**config.mk**
```make
export PLATFORM = sky130hd
export DESIGN_NAME = hamming_31_26_decode_pack
export DESIGN_NICKNAME = d
export VERILOG_FILES = /design/src/rtl/hmd_pkg.sv /design/src/rtl/hmd_front.sv /design/src/rtl/hmd_fifo.sv /design/src/rtl/hmd_back.sv /design/src/rtl/hamming_31_26_decode_pack.sv
export SDC_FILE = /design/constraint.sdc
export NUM_CORES = 1
export LEC_CHECK = 0
export ABC_AREA = 1
export BUFFER_PORTS_ARGS = -buffer_cell sky130_fd_sc_hd__clkbuf_2
export CAP_MARGIN = 20
export CORE_UTILIZATION = 63
export CTS_BUF_LIST = sky130_fd_sc_hd__clkbuf_4
export DETAILED_ROUTE_END_ITERATION = 8
export PLACE_DENSITY = 0.82
export SLEW_MARGIN = 5
export SYNTH_ARGS = -nofsm -noshare
export SYNTH_HDL_FRONTEND = slang
export SYNTH_HIERARCHICAL = 1
export SYNTH_SLANG_ARGS = --single-unit
```
**constraint.sdc**
```tcl
create_clock -name clk_i -period 4.05 [get_ports clk_i]
set_input_delay 0.81 -clock clk_i [delete_from_list [all_inputs] [get_ports clk_i]]
set_output_delay 0.81 -clock clk_i [all_outputs]
set_load 0.02 [all_outputs]
```
**src/rtl/hmd_pkg.sv**
```systemverilog
// ----------------------------------------------------------------------------
// hmd_pkg
// Shared sizes, queue entry type and code functions for the Hamming decoder.
// ----------------------------------------------------------------------------
`timescale 1ns / 1ps

package hmd_pkg;

  localparam int CODE_BITS  = 31;
  localparam int CHECK_BITS = 5;
  localparam int DATA_BITS  = CODE_BITS - CHECK_BITS;
  localparam int COUNT_W    = 16;
  localparam int BYTE_W     = 8;

  // bit buffer in the back end: up to seven leftover bits plus one codeword's data bits
  localparam int BUF_W = DATA_BITS + BYTE_W - 1;
  localparam int CNT_W = $clog2(BUF_W + 1);

  // entries in the queue between front and back
  localparam int Q_DEPTH = 2;
  localparam int Q_PTR_W = (Q_DEPTH > 1) ? $clog2(Q_DEPTH) : 1;
  localparam int Q_CNT_W = $clog2(Q_DEPTH + 1);

  typedef struct packed {
    logic [DATA_BITS-1:0] data;
    logic                 fixed;
    logic [COUNT_W-1:0]   count;
  } entry_t;

  // xor of the 1-based positions of every set bit
  function automatic logic [CHECK_BITS-1:0] syndrome_of(input logic [CODE_BITS-1:0] cw);
    logic [CHECK_BITS-1:0] syn;
    syn = '0;
    for (int pos = 1; pos <= CODE_BITS; pos++) begin
      if (cw[pos-1]) begin
        syn = syn ^ CHECK_BITS'(pos);
      end
    end
    return syn;
  endfunction

  // drop power-of-two positions, keep data bits in ascending order
  function automatic logic [DATA_BITS-1:0] data_of(input logic [CODE_BITS-1:0] cw);
    logic [DATA_BITS-1:0] data;
    int                   k;
    data = '0;
    k    = 0;
    for (int pos = 1; pos <= CODE_BITS; pos++) begin
      if ((pos & (pos - 1)) != 0) begin
        data[k] = cw[pos-1];
        k       = k + 1;
      end
    end
    return data;
  endfunction

endpackage

```
**src/rtl/hmd_front.sv**
```systemverilog
// ----------------------------------------------------------------------------
// hmd_front
// Accepts codewords, corrects single errors, counts corrections and queues
// the data bits with their status.
// ----------------------------------------------------------------------------
`timescale 1ns / 1ps

module hmd_front (
  input  logic                           clk_i,
  input  logic                           rst_ni,
  input  logic                           push_i,
  input  logic [hmd_pkg::CODE_BITS-1:0]  codeword_i,
  input  logic                           q_full_i,
  output logic                           q_wr_o,
  output hmd_pkg::entry_t                q_entry_o
);

  logic [hmd_pkg::COUNT_W-1:0]    corrected_q, corrected_d;
  logic [hmd_pkg::CHECK_BITS-1:0] syn;
  logic [hmd_pkg::CODE_BITS-1:0]  fixed_cw;
  logic                           has_err;
  logic                           flip_ok;

  assign syn     = hmd_pkg::syndrome_of(codeword_i);
  assign has_err = (syn != '0);
  // a syndrome past the end of a shortened code flips nothing
  assign flip_ok = has_err && (32'(syn) <= 32'(hmd_pkg::CODE_BITS));

  always_comb begin
    fixed_cw = codeword_i;
    if (flip_ok) begin
      fixed_cw = codeword_i ^ (hmd_pkg::CODE_BITS'(1) << (syn - 1'b1));
    end
  end

  always_comb begin
    corrected_d = corrected_q;
    if (has_err && (corrected_q != '1)) begin
      corrected_d = corrected_q + 1'b1;
    end
  end

  assign q_wr_o          = push_i && !q_full_i;
  assign q_entry_o.data  = hmd_pkg::data_of(fixed_cw);
  assign q_entry_o.fixed = has_err;
  assign q_entry_o.count = corrected_d;

  always_ff @(posedge clk_i or negedge rst_ni) begin
    if (!rst_ni) begin
      corrected_q <= '0;
    end else if (q_wr_o) begin
      corrected_q <= corrected_d;
    end
  end

endmodule

```
**src/rtl/hmd_fifo.sv**
```systemverilog
// ----------------------------------------------------------------------------
// hmd_fifo
// Short queue of decoded entries between the front and the back end.
// ----------------------------------------------------------------------------
`timescale 1ns / 1ps

module hmd_fifo (
  input  logic            clk_i,
  input  logic            rst_ni,
  input  logic            wr_i,
  input  hmd_pkg::entry_t wr_entry_i,
  output logic            full_o,
  input  logic            rd_i,
  output logic            valid_o,
  output hmd_pkg::entry_t rd_entry_o
);

  hmd_pkg::entry_t               mem_q [hmd_pkg::Q_DEPTH];
  logic [hmd_pkg::Q_PTR_W-1:0]   wr_ptr_q, rd_ptr_q;
  logic [hmd_pkg::Q_CNT_W-1:0]   cnt_q;

  assign full_o     = (cnt_q == hmd_pkg::Q_CNT_W'(hmd_pkg::Q_DEPTH));
  assign valid_o    = (cnt_q != '0);
  assign rd_entry_o = mem_q[rd_ptr_q];

  function automatic logic [hmd_pkg::Q_PTR_W-1:0] next_ptr(
    input logic [hmd_pkg::Q_PTR_W-1:0] p
  );
    logic [hmd_pkg::Q_PTR_W-1:0] n;
    n = (p == hmd_pkg::Q_PTR_W'(hmd_pkg::Q_DEPTH - 1)) ? '0 : p + 1'b1;
    return n;
  endfunction

  always_ff @(posedge clk_i) begin
    if (wr_i) begin
      mem_q[wr_ptr_q] <= wr_entry_i;
    end
  end

  always_ff @(posedge clk_i or negedge rst_ni) begin
    if (!rst_ni) begin
      wr_ptr_q <= '0;
      rd_ptr_q <= '0;
      cnt_q    <= '0;
    end else begin
      if (wr_i) begin
        wr_ptr_q <= next_ptr(wr_ptr_q);
      end
      if (rd_i) begin
        rd_ptr_q <= next_ptr(rd_ptr_q);
      end
      case ({wr_i, rd_i})
        2'b10:   cnt_q <= cnt_q + 1'b1;
        2'b01:   cnt_q <= cnt_q - 1'b1;
        default: cnt_q <= cnt_q;
      endcase
    end
  end

endmodule

```
**src/rtl/hmd_back.sv**
```systemverilog
// ----------------------------------------------------------------------------
// hmd_back
// Packs queued data bits into bytes and emits one byte per cycle through
// an output register, while that register is free or being popped.
// ----------------------------------------------------------------------------
`timescale 1ns / 1ps

module hmd_back (
  input  logic                          clk_i,
  input  logic                          rst_ni,
  input  logic                          q_valid_i,
  input  hmd_pkg::entry_t               q_entry_i,
  output logic                          q_rd_o,
  output logic                          empty_o,
  input  logic                          pop_i,
  output logic [hmd_pkg::BYTE_W-1:0]    data_byte_o,
  output logic                          last_of_run_o,
  output logic                          error_corrected_o,
  output logic [hmd_pkg::COUNT_W-1:0]   errors_total_o
);

  logic [hmd_pkg::BUF_W-1:0]   buf_q, buf_d, rem_buf;
  logic [hmd_pkg::CNT_W-1:0]   bits_q, bits_d, rem_bits;
  logic                        cur_fixed_q;
  logic [hmd_pkg::COUNT_W-1:0] cur_count_q;
  logic                        out_valid_q;
  logic [hmd_pkg::BYTE_W-1:0]  out_byte_q;
  logic                        out_last_q;
  logic                        out_fixed_q;
  logic [hmd_pkg::COUNT_W-1:0] out_count_q;
  logic                        slot_free;
  logic                        emit;
  logic                        load;

  assign slot_free = !out_valid_q || pop_i;
  assign emit      = slot_free && (bits_q >= hmd_pkg::CNT_W'(hmd_pkg::BYTE_W));

  // what is left once this cycle's byte is gone
  assign rem_buf  = emit ? (buf_q >> hmd_pkg::BYTE_W) : buf_q;
  assign rem_bits = emit ? (bits_q - hmd_pkg::CNT_W'(hmd_pkg::BYTE_W)) : bits_q;

  // next codeword joins as soon as less than one byte remains
  assign load   = q_valid_i && (rem_bits < hmd_pkg::CNT_W'(hmd_pkg::BYTE_W));
  assign q_rd_o = load;

  always_comb begin
    buf_d  = rem_buf;
    bits_d = rem_bits;
    if (load) begin
      buf_d  = rem_buf | (hmd_pkg::BUF_W'(q_entry_i.data) << rem_bits[2:0]);
      bits_d = rem_bits + hmd_pkg::CNT_W'(hmd_pkg::DATA_BITS);
    end
  end

  always_ff @(posedge clk_i or negedge rst_ni) begin
    if (!rst_ni) begin
      buf_q       <= '0;
      bits_q      <= '0;
      out_valid_q <= 1'b0;
    end else begin
      buf_q  <= buf_d;
      bits_q <= bits_d;
      if (emit) begin
        out_valid_q <= 1'b1;
      end else if (pop_i) begin
        out_valid_q <= 1'b0;
      end
    end
  end

  always_ff @(posedge clk_i) begin
    if (load) begin
      cur_fixed_q <= q_entry_i.fixed;
      cur_count_q <= q_entry_i.count;
    end
    if (emit) begin
      out_byte_q  <= buf_q[hmd_pkg::BYTE_W-1:0];
      // the codeword's last byte leaves under one byte behind
      out_last_q  <= (bits_q < hmd_pkg::CNT_W'(2 * hmd_pkg::BYTE_W));
      out_fixed_q <= cur_fixed_q;
      out_count_q <= cur_count_q;
    end
  end

  assign empty_o           = !out_valid_q;
  assign data_byte_o       = out_byte_q;
  assign last_of_run_o     = out_last_q;
  assign error_corrected_o = out_fixed_q;
  assign errors_total_o    = out_count_q;

endmodule

```
**src/rtl/hamming_31_26_decode_pack.sv**
```systemverilog
// A codeword's first byte passes the queue, the bit buffer and the output
// register before it can be popped. The back end emits one byte per cycle
// while its output register is free or popped; a codeword's 26 data bits fill
// 3 or 4 bytes. Reset clears the bit packer, the correction counter and the
// queue; the block accepts codewords right after reset, as the queue is empty.
// ----------------------------------------------------------------------------
// hamming_31_26_decode_pack
// Hamming (31,26) single error correcting decoder with byte packing.
// ----------------------------------------------------------------------------
`timescale 1ns / 1ps

module hamming_31_26_decode_pack (
  input  logic                          clk_i,
  input  logic                          rst_ni,
  input  logic                          push,
  output logic                          full,
  input  logic [hmd_pkg::CODE_BITS-1:0] codeword_i,
  output logic                          empty,
  input  logic                          pop,
  output logic [hmd_pkg::BYTE_W-1:0]    data_byte_o,
  output logic                          last_of_run_o,
  output logic                          error_corrected_o,
  output logic [hmd_pkg::COUNT_W-1:0]   errors_total_o
);

  logic            q_wr;
  logic            q_full;
  logic            q_rd;
  logic            q_valid;
  hmd_pkg::entry_t wr_entry;
  hmd_pkg::entry_t rd_entry;

  assign full = q_full;

  hmd_front u_front (
    .clk_i      (clk_i),
    .rst_ni     (rst_ni),
    .push_i     (push),
    .codeword_i (codeword_i),
    .q_full_i   (q_full),
    .q_wr_o     (q_wr),
    .q_entry_o  (wr_entry)
  );

  hmd_fifo u_fifo (
    .clk_i      (clk_i),
    .rst_ni     (rst_ni),
    .wr_i       (q_wr),
    .wr_entry_i (wr_entry),
    .full_o     (q_full),
    .rd_i       (q_rd),
    .valid_o    (q_valid),
    .rd_entry_o (rd_entry)
  );

  hmd_back u_back (
    .clk_i             (clk_i),
    .rst_ni            (rst_ni),
    .q_valid_i         (q_valid),
    .q_entry_i         (rd_entry),
    .q_rd_o            (q_rd),
    .empty_o           (empty),
    .pop_i             (pop),
    .data_byte_o       (data_byte_o),
    .last_of_run_o     (last_of_run_o),
    .error_corrected_o (error_corrected_o),
    .errors_total_o    (errors_total_o)
  );

  a_no_read_when_empty: assert property (@(posedge clk_i) disable iff (!rst_ni)
    q_rd |-> q_valid)
    else $error("queue read with no entry");

  a_no_write_when_full: assert property (@(posedge clk_i) disable iff (!rst_ni)
    q_wr |-> !q_full)
    else $error("queue written while full");

  a_flag_implies_count: assert property (@(posedge clk_i) disable iff (!rst_ni)
    (!empty && error_corrected_o) |-> (errors_total_o != '0))
    else $error("corrected flag with zero error count");

  a_count_monotonic: assert property (@(posedge clk_i) disable iff (!rst_ni)
    (!empty && pop) ##1 !empty |-> (errors_total_o >= $past(errors_total_o)))
    else $error("error count went down");

endmodule

```
# After elaboration in Yosys (flattened, before gate mapping)
# Memories as Yosys holds them, arrays and structs flattened.
# Cells that the tools add are included.
[word_totals]
ff_bits = 103
ramBits = 86
in_bits = 35
out_inout_bits = 28
word_cells = 118
n_memories = 1
[op_classes]
n_addsub = 8
magnitude_cmp = 3
n_eq_ne = 4
n_shift = 2
muxes = 44
bitwise = 32
n_reduce_logical = 11
[memory_table]
columns = ["memory", "words", "width", "read_ports", "rd_clocked_by_memory_dff", "write_ports", "line", "source"]
rows = [
  ["u_fifo.mem_q", 2, 43, 1, 0, 1, "hmd_fifo.sv:18", "hmd_pkg::entry_t mem_q [hmd_pkg::Q_DEPTH];"],
]
[ops]
columns = ["cell", "count"]
rows = [
  ["5-bit two-way mux", 16],
  ["33-bit two-way mux", 2],
  ["33-bit bitwise OR", 1],
  ["26-bit by 3-bit left shift with 33-bit output", 1],
  ["4-bit two-way mux", 8],
  ["31-bit two-way mux", 1],
  ["1-bit by 5-bit left shift with 31-bit output, first input constant", 1],
  ["31-bit bitwise XOR", 1],
  ["3-bit inverter", 10],
  ["2-bit inverter", 10],
  ["4-bit inverter", 5],
  ["16-bit by 1-bit adder with 16-bit output, second input constant", 1],
  ["16-bit two-way mux", 1],
  ["16-bit inequality test, second input constant", 1],
  ["3-bit two-way mux", 4],
  ["6-bit two-way mux", 2],
  ["1-bit two-way mux", 7],
  ["6-bit by 5-bit adder with 6-bit output, second input constant", 1],
  ["6-bit by 4-bit greater-or-equal comparator with 1-bit output, second input constant", 1],
  ["6-bit by 4-bit < comparator with 1-bit output, second input constant", 1],
  ["6-bit by 5-bit < comparator with 1-bit output, second input constant", 1],
  ["2-bit nonzero test", 3],
  ["6-bit by 4-bit subtractor with 6-bit output, second input constant", 1],
  ["5-bit inverter", 1],
  ["13 further kinds", 23],
]

# Depth between registers and ports, before layout
# Gate-level depths: netlist (run 1).
[depth]
ltp_word = 61
ltp_mapped = 21
mapped_depth_nobuf = 20

# By module
# Netlist (run 1), hierarchy kept.
[by_module_without_submodules]
columns = ["module", "instances", "cells_per_inst", "area_per_inst_um2", "seq_area_each_um2"]
rows = [
  ["hmd_back", 1, 374, 3976.3, 2267.2],
  ["hmd_fifo", 1, 248, 3385.7, 2682.6],
  ["hmd_front", 1, 538, 2995.4, 400.4],
]

# Worst setup path after synthesis (run 1)
# Ideal clock, no wire load.
[synth_timing]
path_kind = "input-to-reg"
startpoint = "input port push"
endpoint = "memory u_fifo/mem_q[0][0] (netlist bit), enable pin"
setup_ns = 0.443
arrival_time_ns = 3.452
required_time_ns = 3.607
setup_slack_ns = 0.155
path_stages = 5
path_buffers = 1
path_cell_list = "inv_1 nor2_1 clkbuf_1 inv_1 nor2_1"
[synth_between]
elab_chain_len = 3
[synth_lines]
columns = ["element", "line", "source"]
rows = [
  ["from (decl)", "hamming_31_26_decode_pack.sv:15", "input logic push,"],
  ["1-bit logical AND", "hmd_front.sv:43", "assign q_wr_o = push_i && !q_full_i;"],
  ["net q_wr", "hamming_31_26_decode_pack.sv:26", "logic q_wr;"],
  ["1-bit two-way mux", "hmd_fifo.sv:35", "if (wr_i) begin"],
  ["1-bit two-way mux (not written as such)", "hmd_fifo.sv:36", "mem_q[wr_ptr_q] <= wr_entry_i;"],
  ["to (decl)", "hmd_fifo.sv:18", ""],
]
# The timed path passes the listed nets, and every way through them passes these cells.

# Worst setup path after layout (run 1)
[layout_timing]
startpoint = "register u_back/bits_q[4] (netlist bit)"
endpoint = "register u_fifo/cnt_q[1] (netlist bit)"
[layout_between]
elab_chain_len = 7
word_cells_on_any_way = 10
classes_between = "add/sub (1); order compare (2); eq/ne (2); mux (2); reduce/logical (3)"
[layout_lines]
columns = ["element", "line", "source"]
rows = [
  ["from (decl)", "hmd_back.sv:23", "logic [hmd_pkg::CNT_W-1:0] bits_q, bits_d, rem_bits;"],
  ["from (signal assigned)", "hmd_back.sv:62", "bits_q <= bits_d;"],
  ["6-bit by 4-bit greater-or-equal comparator with 1-bit output", "hmd_back.sv:36", "assign emit = slot_free && (bits_q >= hmd_pkg::CNT_W'(hmd_pkg::BYTE_W));"],
  ["1-bit logical AND", "hmd_back.sv:36", ""],
  ["6-bit two-way mux *", "hmd_back.sv:40", "assign rem_bits = emit ? (bits_q - hmd_pkg::CNT_W'(hmd_pkg::BYTE_W)) : bits_q;"],
  ["6-bit by 4-bit < comparator with 1-bit output *", "hmd_back.sv:43", "assign load = q_valid_i && (rem_bits < hmd_pkg::CNT_W'(hmd_pkg::BYTE_W));"],
  ["1-bit logical AND *", "hmd_back.sv:43", ""],
  ["net q_rd", "hamming_31_26_decode_pack.sv:28", "logic q_rd;"],
  ["2-bit by 1-bit == test with 1-bit output or 2-bit == test (tied branches)", "hmd_fifo.sv:52", "case ({wr_i, rd_i})"],
  ["2-bit one-hot mux with 2 select lines or 2-bit nonzero test (tied branches)", "--", ""],
  ["to (signal assigned)", "hmd_fifo.sv:53", "2'b10: cnt_q <= cnt_q + 1'b1;"],
  ["to (signal assigned)", "hmd_fifo.sv:54", "2'b01: cnt_q <= cnt_q - 1'b1;"],
  ["to (signal assigned)", "hmd_fifo.sv:55", "default: cnt_q <= cnt_q;"],
  ["to (decl)", "hmd_fifo.sv:20", "logic [hmd_pkg::Q_CNT_W-1:0] cnt_q;"],
]
# Mark *: on every way through the listed nets, which the timed path passes. The rest lies on a longest branch.
# A chain may end at the register's enable or synchronous reset.

==> results by group, run 1 <==
Route
  – Final antenna-violating net count: 0
  – Total number of vias: 7438
  – Final wirelength: between 15 and 20 mm
  – Drt first pass iters: 6
  – DRT iter0 DRCs: 515
  – Residual DRC: 0
  – Routed vias/inst: slightly above 5
  – WL/cell: 13.7 um

STA
  – Final worst path period share: around 65%
  – Fmax: 382 MHz
  – Max-slew violations: 0
  – Endpoints failing setup: 0
  – Clock Skews: roughly 0.018 ns
  – Final TNS setup: 0 ns
  – Worst-Margin Slew: 0.840 ns
  – Hold Vio Cnt, Final: 0
  – Post-layout min period: 2.62 ns
  – RSZ-0062 raised after global routing: false
  – Slew HR: 44.0%

Placement
  – IO Port Bufs: 62
  – GPL Wtd Cong: 0.962
  – HPWL Detailed: 14.4 mm
  – Dpl cells: 1404

Floorplanning
  – Die Y: 130 um
  – Die area: 17000 um^2
  – Core area: 15900 um^2
  – Ports: 63
  – Die W: 130 um
  – Initial Util: 65.0%
  – Std cell rows: 46

Power
  – Clock Power Share: 12.6%
  – Sw power: 3.45 mW
  – Reg power frac: 42.5%
  – Switching Share: 43.8%
  – Internal power: 4.43 mW
  – PwrDens: 716 nW/um^2
  – LEAKAGE: between 5 and 6 nW
  – Combinational share of power: 44.9%
  – Worst vdd ir: 0.474 mV

Global route
  – Grt total ovfl: 0
  – GRT Total Usage: 24.5%
  – First-pass GRT wire length: 31.8 mm
  – Largest net degree at the start of global routing: 59
  – Initial antenna violation count: 1
  – Vias in the first global route: 6768

Logic synthesis
  – Post-synth top cells: 353 x nand2_1, 163 x inv_1, 129 x edfxtp_1
  – Synth top area cells: edfxtp_1 37%, dfrtp_1 14%, nand2_1 13%, inv_1 5.9%, mux2i_1 4.4%
  – Top-count cell post-synth: nand2_1
  – Asr flop ratio synth: 31.4%
  – Netlist cell types: 36
  – Synth Net Count: 1200
  – Yosys reg bits: 188
  – Sequential element share of the synthesized area: 51.7%
  – Netlist Area Pre-Place: 10400 um^2
  – Yosys Warn Count: 6
  – Share of the synthesized area in the top cell type: a little under two fifths
  – Synth Flop Type: edfxtp_1
  – Cell accounting for the most synthesized area: edfxtp_1
  – Number of synthesized flops with an enable pin: 129
  – Cells after synthesis: 1160
  – Syn avg cell area: 8.93 um^2

Critical path
  – Critical path class: flop to flop
  – Worst endpoint required time: between 4 and 5 ns
  – Startpoint Class: flop
  – Critical-path maximum fanout: 37
  – Critical path arrival: 3.11 ns
  – Crit. End Element: flop

Flow run
  – Max Cap Viol: 0

Finish
  – Fillers: about 1200
  – Final net count: between 1000 and 1500
  – Synth-to-Final Area Change: 6.14%
  – Final non-filler cell total: roughly 1400
  – Layout cells sized above 1: 15.2%

Min path
  – Hold Path Class: input port to async pin

Clock network
  – CTS tree: built
  – Root Buffer: clkbuf_4
  – CTS clk-pin slew, worst paths: 0.15 ns
  – Post_cts resized: 0
  – Setup Buffers After CTS: 0
  – Htree depth: 4
  – Clock Sink Count: 188
  – Worst-Skew Late Latency: 0.58 ns
  – Total CTS buffers: 17
  – Maximum clock insertion buffer count: 2
  – Cts hold-fix bufs: 0

Run status
  – Status: finished, final reports clean
-- sequential cells by signal, summed over array words and instances, names as in the netlist --
register	count
u_fifo/mem_q	86
u_back/buf_q	33
u_back/cur_count_q	16
u_back/errors_total_o	16
u_front/corrected_q	16
u_back/data_byte_o	8
u_back/bits_q	5
u_fifo/cnt_q	2
u_back/cur_fixed_q	1
u_back/error_corrected_o	1
u_back/last_of_run_o	1
u_back/out_valid_q	1
u_fifo/rd_ptr_q	1
u_fifo/wr_ptr_q	1
-- path summary, 6_finish.rpt --
kind | slack [ns] | cells after the start | start | end
worst max register to register | 1.43 | 18 | u_back/bits_q[4] | u_fifo/cnt_q[1]
worst max-delay path | 1.43 | 18 | u_back/bits_q[4] | u_fifo/cnt_q[1]
worst min register to register | 0.43 | 0 | u_back/cur_count_q[0] | u_back/errors_total_o[0]
worst min-delay path | 0.28 | 1 | rst_ni | u_back/buf_q[6]
min in group clk_i | 0.43 | 0 | u_back/cur_count_q[0] | u_back/errors_total_o[0]
max in group asynchronous | 2.87 | 2 | rst_ni | u_front/corrected_q[11]
-- logic make-up after synthesis --
| logic type | Yosys count | share of synthesized area (%) |
|---|---|---|
| compound gates | 86 | 4.22 |
| flops | 188 | 51.7 |
| xor+xnor | 61 | 5.30 |
| fa+ha+maj | 5 | 0.604 |
| mux | 46 | 4.45 |
| buf+inv | 230 | 10.0 |
| simple gates | 544 | 23.7 |
-- layout make-up --
type                       count  area, um^2  area share [%]
sequential                   188        5350            48.7
multi-input combinational    742        3990            36.3
inverter                     185         697            6.34
timing repair buffer          73         405            3.69
tap                          216         270            2.46
clock inverter                14         146            1.33
clock buffer                  18         135            1.23
antenna                        1        2.50          0.0228
-- placed cells by master (no fill, tap or decap), types with 10 or more instances in the layout --
cell type  instances
buf_4             10
o21ai_1           14
nand3_1           65
nor2_1            49
edfxtp_1         129
clkbuf_4          18
xor2_1            38
nand2_1          353
o21ai_0           65
nand3_2           24
xnor2_1           21
nand2_2           15
inv_2             20
mux2i_1           46
dfrtp_1           58
inv_1            163
clkbuf_2          62
-- metal layers --
layer	routed length, um	track usage (%)
met5	0	0
met4	304	8.21
met3	909	3.85
met2	9650	41.5
met1	8780	32.3
-- power by group through the flow --
stage	Combinational (mW)	Clock (mW)	Sequential, mW
5_1_grt	3.94	1.09	3.43
6_report	3.54	0.994	3.35
3_5_place_dp	3.51	0	3.39
2_1_floorplan	2.72	0	3.44
4_1_cts	3.53	1.02	3.35
3_3_place_gp	3.40	0	3.36
-- through the flow --
stage / setup WS, ns / util, % / instance area (um^2) / total power [mW] / hold slack [ns]
4_1_cts: 1.41 / 68.9 / 11000 / 7.89 / 0.268
2_1_floorplan: 0.155 / - / 10400 / 6.15 / 0.400
6_report: 1.43 / 69.0 / 11000 / 7.88 / 0.279
5_1_grt: 1.14 / 69.0 / 11000 / 8.45 / 0.316
3_5_place_dp: 1.05 / 67.2 / 10700 / 6.90 / 0.405
3_3_place_gp: 1.05 / 67.2 / 10700 / 6.77 / 0.401
-- critical path, cell delays in order (launching register included) --
cell and delay [ns]:
dfrtp_1 0.41, inv_1 0.10, ha_1 0.15, inv_1 0.05, nor2_2 0.07, nand2_1 0.06
nand2_2 0.12, nand2_4 0.24, nand2_1 0.14, nand2_1 0.11, nor2_4 0.10, nand2_1 0.09
inv_1 0.07, buf_4 0.26, ha_1 0.30, inv_1 0.09, nand3_1 0.08, nand2_1 0.06
nand2_1 0.04
Note: power is estimated with default switching activity, not from simulation.
==> run 2: changes to the inputs <==
- CORE_UTILIZATION: 63 -> 57
- PLACE_DENSITY: 0.82 -> 0.78
- clock period: 4.05 -> 2.4 ns (I/O delays scaled with it)
==> results by group, run 2 (same netlist as run 1, synthesis figures left out) <==
Floorplanning
  – Ports: 63 (unchanged)
  – Std cell rows: 48 (+4.3%)
  – Initial Util: 59.1% (-5.9 points)
  – Die W: 137 um (+5.1%)
  – Core area: 17500 um^2 (+10%)
  – Die Y: 137 um (+5.1%)
  – Die area: 18700 um^2 (+10%)

STA
  – Hold Vio Cnt, Final: 0 (unchanged)
  – Final worst path period share: 87.0% (+22 points)
  – Worst-Margin Slew: 0.576 ns (-0.264 ns)
  – Clock Skews: 0.0210 ns (+0.00352 ns)
  – Slew HR: 61.6% (+18 points)
  – Fmax: 479 MHz (+25%)
  – Final WS setup: 0.312 ns (-1.12 ns)
  – RSZ-0062 raised after global routing: false
  – Endpoints failing setup: 0 (unchanged)
  – Post-layout min period: 2.09 ns (-0.528 ns)
  – Max-slew violations: 0 (unchanged)

Route
  – Total number of vias: 7533 (+1.3%)
  – Routed vias/inst: 5.05 (-2.5%)
  – Drt first pass iters: 6 (unchanged)
  – DRT iter0 DRCs: 536 (+4.1%)
  – Final wirelength: 19.9 mm (+1.1%)
  – Residual DRC: 0 (unchanged)
  – WL/cell: 13.3 um (-2.6%)
  – Final antenna-violating net count: 0 (unchanged)

Global route
  – Grt total ovfl: 0 (unchanged)
  – GRT Total Usage: 22.7% (-1.8 points)
  – First-pass GRT wire length: 32.9 mm (+3.6%)
  – Largest net degree at the start of global routing: 46 (-22%)
  – Vias in the first global route: 7196 (+6.3%)
  – Initial antenna violation count: 1 (unchanged)

Clock network
  – CTS clk-pin slew, worst paths: 0.14 ns (about the same)
  – CTS tree: built
  – Total CTS buffers: 17 (unchanged)
  – Root Buffer: clkbuf_4
  – Htree depth: 4 (unchanged)
  – Clock Sink Count: 188 (unchanged)
  – Worst-Skew Late Latency: 0.57 ns (about the same)
  – Maximum clock insertion buffer count: 2 (unchanged)

Placement
  – HPWL Detailed: 14.7 mm (+2.5%)
  – GPL Wtd Cong: 0.885 (-8.0%)
  – Setup WS pre-CTS: -0.131 ns (-1.18 ns)
  – IO Port Bufs: 62 (unchanged)
  – Dpl cells: 1458 (+3.8%)

Critical path
  – Crit. End Element: flop
  – Worst endpoint required time: 2.67 ns (-1.87 ns)
  – Critical path arrival: 2.36 ns (-0.75 ns)
  – Critical-path maximum fanout: 18 (-51%)
  – Critical path class: flop to flop
  – Startpoint Class: flop
  – Reg2Reg Setup Slack: 0.31 ns (-1.12 ns)

Finish
  – Biggest regs: u_fifo/mem_q (86), u_back/buf_q (33)
  – Synth-to-Final Area Change: 10.1%
  – Layout cells sized above 1: 18.6% (+3.4 points)
  – Commonest non-fill, non-tap cell in the layout: nand2_1
  – Final net count: 1293 (+3.7%)
  – Max FFs per register: 86 (unchanged)
  – Final Util: 65.0% (-3.9 points)
  – Largest Register: u_fifo/mem_q
  – Final non-filler cell total: 1492 (+3.8%)
  – Most frequent cells in the layout: 353 x nand2_1, 161 x inv_1, 129 x edfxtp_1

Power
  – Power Total: 13.4 mW (+70%)
  – LEAKAGE: 5.39 nW (+4.0%)
  – PwrDens: 1180 nW/um^2 (+64%)
  – Worst vdd ir: 0.800 mV (+69%)

Run status
  – Status: finished, final reports clean

Min path
  – Hold Path Class: input port to flop

Flow run
  – Max Cap Viol: 0 (unchanged)
## run 2: per-layer routing
metal / global-route usage [%] / part of all wire [%]
met5: 0 / 0
met4: 7.75 / 1.8
met3: 3.41 / 3.1
met2: 38.1 / 49
met1: 30.1 / 46
## run 2: metrics by stage
step	TNS (ns)	area (um^2)	hold slack, ns
2_1_floorplan	0	10400	0.184
3_3_place_gp	-0.494	11100	0.404
3_5_place_dp	-4.09	11100	0.405
4_1_cts	0	11400	0.295
5_1_grt	0	11400	0.303
6_report	0	11400	0.338
## run 2: worst max-delay path: stages, from the launching register on
cell and delay, ns:
dfrtp_1 0.41, inv_1 0.10, ha_1 0.15, inv_1 0.05
nor2_2 0.06, nand2_1 0.06, nand2_2 0.13, nand2_4 0.07
nand2_1 0.06, nand2_1 0.10, nor2_4 0.10, nand2_1 0.12
clkinvlp_4 0.12, buf_4 0.27
## run 2: where the power goes
part	internal, mW	total, mW	leakage [nW]	switching, mW
combinational	2.07	6.28	3.34	4.21
sequential	5.05	5.59	1.91	0.537
clock	0.447	1.53	0.136	1.09
## run 2: cell type report
class,instances,area (um^2)
Antenna cell,1,2.50
Clock buffer,18,135
Clock inverter,14,115
Fill cell,1428,6140
Inverter,185,704
Multi-Input combinational cell,742,4010
Sequential cell,188,5350
Tap cell,225,282
Timing Repair Buffer,119,803
## run 2: final timing paths
check	from	end	cells after the start
hold reg to reg	u_back/cur_count_q[13]	u_back/errors_total_o[13]	0
min in group asynchronous	rst_ni	u_back/buf_q[17]	2
hold / removal	codeword_i[27]	u_fifo/mem_q[1][39]	2
setup reg to reg	u_back/bits_q[4]	u_back/cur_count_q[10]	13
max in group asynchronous	rst_ni	u_fifo/rd_ptr_q	3
setup / recovery	u_back/bits_q[4]	u_back/cur_count_q[10]	13
## run 2: repair_timing
item                                    in CTS  in global routing
resized for setup                            0                  1
hold endpoints to repair                    14                  0
endpoints found under the setup margin       0                  2
hold buffers                                 1                  0
setup buffers                                0                  0
